### src/hdl/iptf_pkg.sv
// ----------------------------------------------------------------------------
// IPv4 prefix trie filter package
// Shared types and constants for the prefix trie filter unit.
// ----------------------------------------------------------------------------
package iptf_pkg;

   localparam int ADDR_BITS = 32;
   localparam int LEVEL_W   = 6;

   localparam logic [1:0] MODE_LOOKUP    = 2'd0;
   localparam logic [1:0] MODE_INSERT    = 2'd1;
   localparam int         MODE_CLEAR_BIT = 1;

   typedef enum logic [2:0] {
      ST_NOMATCH  = 3'd0,
      ST_MATCH    = 3'd1,
      ST_EMPTY    = 3'd2,
      ST_ENDED    = 3'd3,
      ST_INSERTED = 3'd4,
      ST_FULL     = 3'd5,
      ST_CLEARED  = 3'd6
   } status_type;

   typedef struct packed {
      logic [1:0]           mode;
      logic [ADDR_BITS-1:0] address;
      logic [LEVEL_W-1:0]   prefix_length;
   } req_type;

   typedef struct packed {
      status_type         status;
      logic [LEVEL_W-1:0] nodes_added;
   } rsp_type;

   typedef enum logic [2:0] {
      S_IDLE,
      S_LOOKUP_WALK,
      S_INSERT_WALK,
      S_INSERT_CHECK,
      S_INSERT_WRITE
   } state_type;

   typedef struct packed {
      logic       load;
      logic       read_root;
      logic       walk_step;
      logic       hold_node;
      logic       commit;
      logic       write_node;
      logic       clear_table;
      logic       rsp_load;
      status_type rsp_status;
   } ctl_cmd_type;

   typedef struct packed {
      logic root_present;
      logic node_mark;
      logic child_zero;
      logic level_full;
      logic at_prefix_end;
      logic fits;
   } dp_status_type;

endpackage

### src/hdl/iptf_ctrl.sv
// ----------------------------------------------------------------------------
// Prefix trie filter controller
// Sequences clears, lookup walks, insert walk, capacity check and node writes.
// ----------------------------------------------------------------------------
module iptf_ctrl
   import iptf_pkg::*;
(
   input  logic          clock,
   input  logic          reset,
   input  logic          start,
   input  logic [1:0]    req_mode,
   input  dp_status_type dp_status,
   output ctl_cmd_type   cmd,
   output logic          busy
);

   state_type state_ff;
   state_type state_in;

   always_ff @(posedge clock) begin
      if (reset) begin
         state_ff <= S_IDLE;
      end else begin
         state_ff <= state_in;
      end
   end

   always_comb begin
      state_in       = state_ff;
      cmd            = '0;
      cmd.rsp_status = ST_NOMATCH;
      unique case (state_ff)
         S_IDLE: begin
            if (start) begin
               cmd.load = 1'b1;
               priority if (req_mode[MODE_CLEAR_BIT]) begin
                  cmd.clear_table = 1'b1;
                  cmd.rsp_load    = 1'b1;
                  cmd.rsp_status  = ST_CLEARED;
               end else if (req_mode == MODE_INSERT) begin
                  if (dp_status.root_present) begin
                     cmd.read_root = 1'b1;
                     state_in      = S_INSERT_WALK;
                  end else begin
                     state_in = S_INSERT_CHECK;
                  end
               end else begin
                  if (dp_status.root_present) begin
                     cmd.read_root = 1'b1;
                     state_in      = S_LOOKUP_WALK;
                  end else begin
                     cmd.rsp_load   = 1'b1;
                     cmd.rsp_status = ST_EMPTY;
                  end
               end
            end
         end
         S_LOOKUP_WALK: begin
            // The mark of the node just read wins over every other outcome.
            priority if (dp_status.node_mark) begin
               cmd.rsp_load   = 1'b1;
               cmd.rsp_status = ST_MATCH;
               state_in       = S_IDLE;
            end else if (dp_status.level_full) begin
               cmd.rsp_load   = 1'b1;
               cmd.rsp_status = ST_NOMATCH;
               state_in       = S_IDLE;
            end else if (dp_status.child_zero) begin
               cmd.rsp_load   = 1'b1;
               cmd.rsp_status = ST_ENDED;
               state_in       = S_IDLE;
            end else begin
               cmd.walk_step = 1'b1;
            end
         end
         S_INSERT_WALK: begin
            if (dp_status.at_prefix_end || dp_status.child_zero) begin
               cmd.hold_node = 1'b1;
               state_in      = S_INSERT_CHECK;
            end else begin
               cmd.walk_step = 1'b1;
            end
         end
         S_INSERT_CHECK: begin
            if (dp_status.fits) begin
               cmd.commit = 1'b1;
               state_in   = S_INSERT_WRITE;
            end else begin
               cmd.rsp_load   = 1'b1;
               cmd.rsp_status = ST_FULL;
               state_in       = S_IDLE;
            end
         end
         S_INSERT_WRITE: begin
            cmd.write_node = 1'b1;
            if (dp_status.at_prefix_end) begin
               cmd.rsp_load   = 1'b1;
               cmd.rsp_status = ST_INSERTED;
               state_in       = S_IDLE;
            end
         end
         default: begin
            state_in = S_IDLE;
         end
      endcase
   end

   assign busy = (state_ff != S_IDLE);

endmodule

### config.mk
export PLATFORM = sky130hd
export DESIGN_NAME = iptf_ctrl
export DESIGN_NICKNAME = d
export VERILOG_FILES = /design/src/hdl/iptf_pkg.sv /design/src/hdl/iptf_ctrl.sv
export SDC_FILE = /design/constraint.sdc
export NUM_CORES = 1
export LEC_CHECK = 0
export BUFFER_PORTS_ARGS = -buffer_cell sky130_fd_sc_hd__buf_4
export CAP_MARGIN = 20
export CORE_AREA = 2 2 39 41
export CTS_CLUSTER_DIAMETER = 150
export DETAILED_ROUTE_END_ITERATION = 8
export DIE_AREA = 0 0 41 43
export PLACE_DENSITY = 0.62
export SLEW_MARGIN = 20
export SYNTH_ARGS = -nofsm -noshare
export SYNTH_HDL_FRONTEND = slang
export SYNTH_SLANG_ARGS = --single-unit
### constraint.sdc
create_clock -name clock -period 1.7 [get_ports clock]
set_clock_uncertainty 0.1 [all_clocks]
set_input_delay 0.17 -clock clock [delete_from_list [all_inputs] [get_ports clock]]
set_output_delay 0.17 -clock clock [all_outputs]
set_load 0.01 [all_outputs]
# == Word level (Yosys, flattened, before mapping) ==
# Index checks and enable logic that the tools add are counted.
# totals
reg_bits,3
in_bits,11
output_inout_bits,12
elab_cells,54
# classes
eq_ne,11
mux,38
reduce_logical,4
# op_table
op,count
4-bit 2-to-1 mux,8
3-bit 2-to-1 mux,10
4-bit one-hot mux with 4 select lines,1
3-bit one-hot mux with 5 select lines,1
1-bit 2-to-1 mux,14
"2-bit inequality test, second input constant",4
"3-bit by 2-bit equality test with 1-bit output, second input constant",2
6-bit AND reduction,1
5-bit 2-to-1 mux,1
2-bit 2-to-1 mux,2
"4-bit inequality test, second input constant",1
"3-bit by 1-bit equality test with 1-bit output, second input constant",1
"3-bit equality test, second input constant",1
3-bit zero test,1
"3-bit inequality test, second input constant",1
3-bit nonzero test,1
"2-bit by 1-bit equality test with 1-bit output, second input constant",1
1-bit one-hot mux with 2 select lines,1
1-bit logical OR,1

# == Longest topological paths before layout ==
# Gate-level depths: netlist (run 1).
# depth
word_depth,5
ltp_mapped,6
mapped_depth_nobuf,4

# == Worst setup path before layout (run 1) ==
# No wires, ideal clock.
# synth_path
path_type,flip-flop to output port
start,register state_ff[2]
end,output port cmd[2] (netlist name)
t_arrival_ns,1.218
required_ns,1.430
slack_ns,0.212
stages_incl_launch_ff,6
n_path_buf,1
path_cell_list,dfxtp_1 > buf_2 > nand2b_1 > nor3_2 > and2_1 > nand2b_1
# synth_rtl
item,line,text
start: declaration,iptf_ctrl.sv:17,state_type state_ff;
start signal: assignment,iptf_ctrl.sv:24,state_ff <= state_in;
end: declaration,iptf_ctrl.sv:13,"output ctl_cmd_type cmd,"

==> results of run 1 <==
[layout make-up]
type / instances / area (µm²)
Fill cell: 142 / 723.2
Multi-Input combinational cell: 46 / 314.1
Timing Repair Buffer: 30 / 225.2
Sequential cell: 3 / 67.56
Clock buffer: 4 / 26.28
Tap cell: 16 / 20.02
Inverter: 2 / 7.507
[timing repair]
item                       4_1_cts  5_1_grt
setup endpoints to repair        2        4
gates resized for setup          3        8
buffers inserted                 3        2
pin swaps                        1        2
cloned                           0        0
[logic make-up after synthesis]
group,count (synthesis),synth area share (%)
AOI/OAI and AO/OA,14,25.82
xor gates and xnor gates,1,2.288
DFF,3,15.69
and+or+nand+nor,31,47.39
buffers and inverters,6,8.823
[through the flow]
step	instances	worst slack (ns)	power, µW
floorplan	55	0.2120	139.1
global placement	92	0.2186	197.0
detailed placement	92	0.1652	196.8
CTS	99	0.002525	335.5
global route	101	-0.02128	365.4
finish	101	0.05139	339.3
[cells in the final DEF (no fill, tap or decap), types with 2 or more instances in the layout]
cell / synthesis / layout
nor2_1: 8 / 8
a21oi_1: 2 / 2
inv_1: 2 / 2
a31oi_1: 2 / 2
a221oi_1: 2 / 2
nand2_1: 4 / 4
nor3_1: 5 / 5
nand2b_1: 4 / 2
buf_4: 0 / 30
clkbuf_4: 0 / 3
dfxtp_4: 0 / 2
nor4b_1: 2 / 2
[critical path: stages, from the launching register on]
cell	delay, ns
dfxtp_1	0.40
nand2b_2	0.22
nor3b_2	0.06
a31oi_1	0.18
o311ai_1	0.13
buf_4	0.16
[synthesized netlist by cell type]
| master | count |
|---|---|
| nor2_1 | 8 |
| nor3_1 | 5 |
| nand2_1 | 4 |
| nand2b_1 | 4 |
| buf_2 | 3 |
| dfxtp_1 | 3 |
| a21oi_1 | 2 |
| a221oi_1 | 2 |
| a31oi_1 | 2 |
| inv_1 | 2 |
| nor3_2 | 2 |
| nor4b_1 | 2 |
| o21ai_0 | 2 |
| a21o_1 | 1 |
| a22oi_1 | 1 |
| a31o_2 | 1 |
| and2_1 | 1 |
| and3b_1 | 1 |
| buf_6 | 1 |
| nor2b_1 | 1 |
| nor3b_1 | 1 |
| nor4_2 | 1 |
| o22a_1 | 1 |
| o311ai_0 | 1 |
| o31ai_1 | 1 |
| or2b_1 | 1 |
| xnor2_1 | 1 |
[metal layers]
layer  routed length [µm]  up-vias  GRT usage [%]  part of all wire [%]
met3                   73        0          4.712                   6.5
met4                    0        0          4.000                     0
met2                  557       22          20.94                    49
met1                  496      242          18.21                    44
li1                     -      265              -                     -
met5                    0        -              0                     0
[power by group through the flow]
stage	clock [µW]	combinational [µW]	sequential, µW
floorplan	0	64.0	75.1
global placement	0	117	80.1
detailed placement	0	116	80.5
CTS	129	127	79.9
global route	135	151	79.6
finish	122	138	78.8
[path summary, 6_finish.rpt]
kind / to / slack [ns]
min: state_ff[1] / 0.03
max: cmd[3] / 0.05
max reg2reg: state_ff[1] / 0.35
min reg2reg: state_ff[1] / 0.55
==> metrics.csv, run 1 <==
metric,value,unit
status,completed,
p_sw_share,30.30,%
die_x,41,µm
leakagePower,0.0003073,µW
post_drt_via_cell_ratio,5.238,
power_frac_comb,40.7,%
netlist_instances,55,
end_kind,output pin,
hpwl,853.5,µm
core_area,1384,µm²
seq_power_share,23.2,%
grt_usage,13.93,%
max-clock-path-buffers,2,
regMostFlops,state_ff,
layout.nets,97,
critPathLaunch,state_ff[2],
syn2layout_area_growth,72.55,%
post_drt_wl_per_cell,11.16,µm
route.detailed.drc,0,
cts_root_buffer,clkbuf_4,
maxCapViolCount,0,
whs_path_depth,2,
fin_area,660.6,µm²
reg_top3,state_ff x3,
ir_drop,0.0002940,V
synth.area.top_cells,"dfxtp_1, nor2_1, nand2b_1",
gp_congestion,0.8549,
path_max_fanout,6,
synth_nets,66,
die_y,43,µm
ctsHtreeMaxLevel,1,
port_buffers,22,
avgSynthCellArea,6.961,µm²
relSlewSlack,77.36,%
drive_above_1_share,50.59,%
hold_ws,0.03270,ns
placed_cell_area,564.3,µm²
cp_data_arrival_time,1.38,ns
grt_pass1_wl,1718,µm
setup_viol,0,
dieArea,1763,µm²
io_pins,23,
drtIter0Drc,10,
fin_crit,1.649,ns
ys.warnings.count,0,
tns,0,ns
synth_cell_types,27,
antenna_cells,0,
min-delay-start,reset,
largest_reg_flops,3,
wl,1127,µm
pwr_density_cell,513.5,nW/µm²
grt_max_degree,11,
cts.sinks,3,
internal-power,236.5,µW
critPathLaunchType,flop,
start_util,27.67,%
fin_crit_sh,96.98,%
cts.clk_slew.worst_paths,0.03,ns
drtAntennaViolNets,0,
yosysTopAreaCell,dfxtp_1,
num_vias,529,
cts_hold_buf,0,
cts_tree,yes,
numCtsBuffers,3,
p_switching,102.8,µW
p_clk_share,36.0,%
grt_pass1_vias,450,
r2r_start,state_ff[1],
hold_viol,0,
grt_overflow,0,
ys_seq_area_share,15.69,%
crit_type,flop to output pin,
ys_seq_elements,3,
ff2ff_path_depth,5,
rows,14,
antenna_found_initial,0,
synth_top_area_share,15.69,%
clk_latency,0.23,ns
cp_data_required_time,1.43,ns
fin_util,47.74,%
clock.fmax,0.6066,GHz
synth_area,382.9,µm²
drv_slew,0,
worst_slew_pin_slew,0.3396,ns
hold_class,input pin to flop,
first_pass_iters,4,
Note: power is estimated with default switching activity, not from simulation.
==> run 2: changes to the inputs <==
Settings changed: SETUP_SLACK_MARGIN set to 0.3.
==> metrics.csv, run 2 (same netlist as run 1, synthesis figures left out) <==
metric,value,unit,change
post-place-ws,0.2225,ns,+0.05731 ns
grt_max_degree,8,,-3
cp_data_required_time,1.43,ns,about the same
cts.sinks,3,,unchanged
drtAntennaViolNets,0,,unchanged
leakagePower,0.0004212,µW,+37%
cp_data_arrival_time,1.37,ns,about the same
syn2layout_area_growth,147.1,%,
r2r_setup_slack,0.25,ns,-0.10 ns
clock.fmax,0.6085,GHz,+0.31%
rows,14,,unchanged
whs_path_depth,2,,unchanged
ctsHtreeMaxLevel,1,,unchanged
drive_above_1_share,75.26,%,+25 points
cts_root_buffer,clkbuf_4,,
hold_class,input pin to flop,,
crit_type,flop to output pin,,
cts_tree,yes,,
worst_slack,0.05654,ns,+0.005145 ns
post_drt_via_cell_ratio,5.097,,-2.7%
max_stage_delay,0.41,ns,about the same
crit_chain,buf_4 > nor2_4 > a31oi_4 > buf_4 > nand2b_4 > buf_6,,
start_util,27.67,%,unchanged
wl,1670,µm,+48%
pwr_density_cell,440.8,nW/µm²,-14%
regMostFlops,state_ff,,
min-delay-start,reset,,
timing.rr.end,state_ff[1],,
drv_slew,0,,unchanged
antenna_cells,0,,unchanged
ff2ff_path_depth,6,,+1
worst_slew_pin_slew,0.5275,ns,+0.1879 ns
dieArea,1763,µm²,unchanged
core_area,1384,µm²,unchanged
max-clock-path-buffers,2,,unchanged
grt_usage,17.54,%,+3.6 points
path_max_fanout,7,,+1
die_y,43,µm,unchanged
route.detailed.drc,0,,unchanged
setup_viol,0,,unchanged
reg_top3,state_ff x3,,
grt_setup_unrepaired,yes,,
critPathLaunchType,flop,,
port_buffers,22,,unchanged
cts_hold_buf,0,,unchanged
relSlewSlack,64.64,%,-13 points
hold_viol,0,,unchanged
drtIter0Drc,8,,-2
maxCapViolCount,0,,unchanged
clk_latency,0.25,ns,+0.02 ns
layout.nets,109,,+12%
ir_drop,0.0001728,V,-41%
layout_common_cells,"buf_4, buf_6, nor2_4, nand2_1, nor2_1",,
r2r_start,state_ff[0],,
end_kind,output pin,,
grt_pass1_wl,2159,µm,+26%
fin_crit,1.643,ns,-0.005145 ns
grt_overflow,0,,unchanged
fin_crit_sh,96.67,%,-0.30 points
hpwl,911.6,µm,+6.8%
layout_commonest_cell,buf_4,,
die_x,41,µm,unchanged
num_vias,576,,+8.9%
io_pins,23,,unchanged
first_pass_iters,4,,unchanged
largest_reg_flops,3,,unchanged
post_drt_wl_per_cell,14.78,µm,+32%
cts.clk_slew.worst_paths,0.04,ns,about the same
status,completed,,
whs_endpoint,state_ff[1],,
gp_congestion,0.8849,,+3.5%
tns,0,ns,unchanged
cp_slowest_cell,dfxtp_4,,
cpMostUsedCell,buf_4,,
antenna_found_initial,0,,unchanged
grt_pass1_vias,530,,+18%
numCtsBuffers,3,,unchanged
[run 2: worst max-delay path: cells and delay by family (launching register included)]
kind,cells,cell delay [ns]
compound gates,1,0.21
simple gates,2,0.10
flops,1,0.41
buf+inv,3,0.41
[run 2: routing by layer]
metal,up-vias,global-route usage (%),routed length [µm]
met5,-,0,0
met4,0,8.000,17
met3,2,0,60
met2,17,29.69,887
met1,270,21.73,705
li1,287,-,-
[run 2: final cells by class]
class	instances	area [µm²]
tap	16	20.02
inverter	2	10.01
multi-input combinational	46	461.7
clock buffer	4	26.28
fill	105	437.9
sequential	3	71.32
timing repair buffer	42	356.6
[run 2: how the worst max path moves through the flow]
stage	from	cells after the start	slack, ns	endpoint
after floorplan	state_ff[2]	5	0.25	cmd[2]
after global routing	state_ff[1]	5	0.02	cmd[1]
after detailed placement	state_ff[1]	5	0.22	cmd[3]
after CTS	state_ff[2]	5	0.09	cmd[3]
after global placement	state_ff[1]	5	0.23	cmd[3]
final	state_ff[0]	6	0.06	cmd[2]
[run 2: power breakdown]
part / internal (µW) / switching, µW / leakage (µW)
logic: 113 / 92.5 / 0.000380
registers: 70.5 / 6.96 / 0.0000266
clock network: 88.6 / 45.8 / 0.0000150
total: 272 / 145 / 0.000421
[run 2: what timing repair did]
| item | 4_1_cts | 5_1_grt |
|---|---|---|
| pin swaps | 7 | 9 |
| setup buffers | 8 | 6 |
| resized for setup | 26 | 25 |
| setup endpoints to repair | 13 | 14 |
[run 2: metrics by stage]
stage          cells  util [%]  hold WS [ns]  power, µW  cell area (µm²)
2_1_floorplan     55         -        0.1410      142.1            389.1
3_3_place_gp      95     42.86        0.2708      207.9            593.1
3_5_place_dp      95     42.86        0.2702      209.0            593.1
4_1_cts          107     55.79      0.009012      368.4            772.0
5_1_grt          113     68.35       0.01270      435.9            945.9
6_report         113     68.35       0.01255      417.0            945.9
==> run 3: changes to the inputs <==
Settings changed: MAX_ROUTING_LAYER set to met4.
==> metrics.csv, run 3 (same netlist as run 1, synthesis figures left out) <==
metric,value,unit,change
post-place-ws,0.2225,ns,unchanged
clock.fmax,0.6079,GHz,about the same
regArea,71.32,µm²,unchanged
fin_crit,1.645,ns,+0.001582 ns
antenna_found_initial,0,,unchanged
drtIter0Drc,10,,+2
ctsHtreeMaxLevel,1,,unchanged
numCtsBuffers,3,,unchanged
port_buffers,22,,unchanged
regMostFlops,state_ff,,
post_drt_via_cell_ratio,5.292,,+3.8%
cp_data_required_time,1.43,ns,about the same
die_x,41,µm,unchanged
wl,1673,µm,+0.18%
hpwl,911.6,µm,unchanged
layout_common_cells,"buf_4, buf_6, nor2_4, nand2_1, nor2_1",,
hold_viol,0,,unchanged
pwr_density_cell,441.0,nW/µm²,about the same
io_pins,23,,unchanged
ff2ff_path_depth,6,,unchanged
antenna_cells,0,,unchanged
cts.clk_slew.worst_paths,0.04,ns,about the same
die_y,43,µm,unchanged
core_area,1384,µm²,unchanged
relSlewSlack,64.88,%,+0.23 points
grt_setup_unrepaired,yes,,
num_vias,598,,+3.8%
whs_path_depth,2,,unchanged
leakagePower,0.0004212,µW,unchanged
r2r_setup_slack,0.24,ns,about the same
syn2layout_area_growth,147.1,%,unchanged
cp_data_arrival_time,1.38,ns,about the same
grt_pass1_wl,2159,µm,unchanged
max-clock-path-buffers,2,,unchanged
drtAntennaViolNets,0,,unchanged
tns,0,ns,unchanged
rows,14,,unchanged
whs_endpoint,state_ff[1],,
timing.rr.end,state_ff[1],,
layout_commonest_cell,buf_4,,
setup_viol,0,,unchanged
critPathLaunchType,flop,,
clk_latency,0.25,ns,about the same
dieArea,1763,µm²,unchanged
min-delay-start,reset,,
end_kind,output pin,,
reg_top3,state_ff x3,,
cts_hold_buf,0,,unchanged
layout.nets,109,,unchanged
ir_drop,0.0001727,V,about the same
route.detailed.drc,0,,unchanged
start_util,27.67,%,unchanged
cts_root_buffer,clkbuf_4,,
worst_slack,0.05495,ns,-0.001582 ns
largest_reg_flops,3,,unchanged
grt_max_degree,8,,unchanged
post_drt_wl_per_cell,14.81,µm,+0.18%
grt_pass1_vias,530,,unchanged
cts.sinks,3,,unchanged
path_max_fanout,7,,unchanged
fin_crit_sh,96.77,%,about the same
fin_area,945.9,µm²,unchanged
placed_cell_area,593.1,µm²,unchanged
status,completed,,
cts_tree,yes,,
r2r_start,state_ff[0],,
multi_input_area,461.7,µm²,unchanged
hold_class,input pin to flop,,
crit_type,flop to output pin,,
maxCapViolCount,0,,unchanged
worst_slew_pin_slew,0.5240,ns,-0.003487 ns
grt_usage,17.97,%,+0.43 points
grt_overflow,0,,unchanged
num-fill-cells,105,,unchanged
drv_slew,0,,unchanged
first_pass_iters,4,,unchanged
drive_above_1_share,75.26,%,unchanged
gp_congestion,0.8996,,+1.7%
## run 3: cell counts in the layout (fill, tap and decap cells not counted)
No cell type changed its count.
## run 3: what timing repair did
item,4_1_cts,5_1_grt
setup endpoints to repair,13,14
pin swaps,7,9
setup buffers,8,6
endpoints found under the hold margin,0,0
gates resized for setup,26,25
## run 3: layout make-up
cell class              count  share of cell area (%)
inverters                   2                   1.058
multi-input cells          46                   48.81
flip-flops and latches      3                   7.540
well taps                  16                   2.116
clock buffers               4                   2.778
repair buffers             42                   37.70
## run 3: through the flow
step	total power (µW)	hold WS [ns]	cells	util [%]
global route	435.8	0.01270	113	68.35
detailed placement	209.0	0.2702	95	42.86
CTS	368.4	0.009012	107	55.79
global placement	207.9	0.2708	95	42.86
floorplan	142.1	0.1410	55	-
finish	417.1	0.01223	113	68.35
## run 3: power breakdown
group,total (µW),switching (µW),internal (µW)
clock,134,45.8,88.6
sequential,77.5,7.04,70.5
combinational,205,92.7,113
total,417,146,272
## run 3: worst max path at each step
| stage | startpoint | to |
|---|---|---|
| 6_report | state_ff[0] | cmd[2] |
| 2_1_floorplan | state_ff[2] | cmd[2] |
| 3_5_place_dp | state_ff[1] | cmd[3] |
| 5_1_grt | state_ff[1] | cmd[1] |
| 3_3_place_gp | state_ff[1] | cmd[3] |
| 4_1_cts | state_ff[2] | cmd[3] |
## run 3: critical path: stages, from the launching register on
cell	delay [ns]
dfxtp_4	0.41
buf_4	0.15
nor2_4	0.05
a31oi_4	0.21
buf_4	0.15
nand2b_4	0.05
buf_6	0.11
## run 3: per-layer routing
layer  wire [µm]  global-route usage, %
met1         699                  21.73
met2         867                  29.69
met3          68                      0
met4          38                  8.000
met5           0                      -
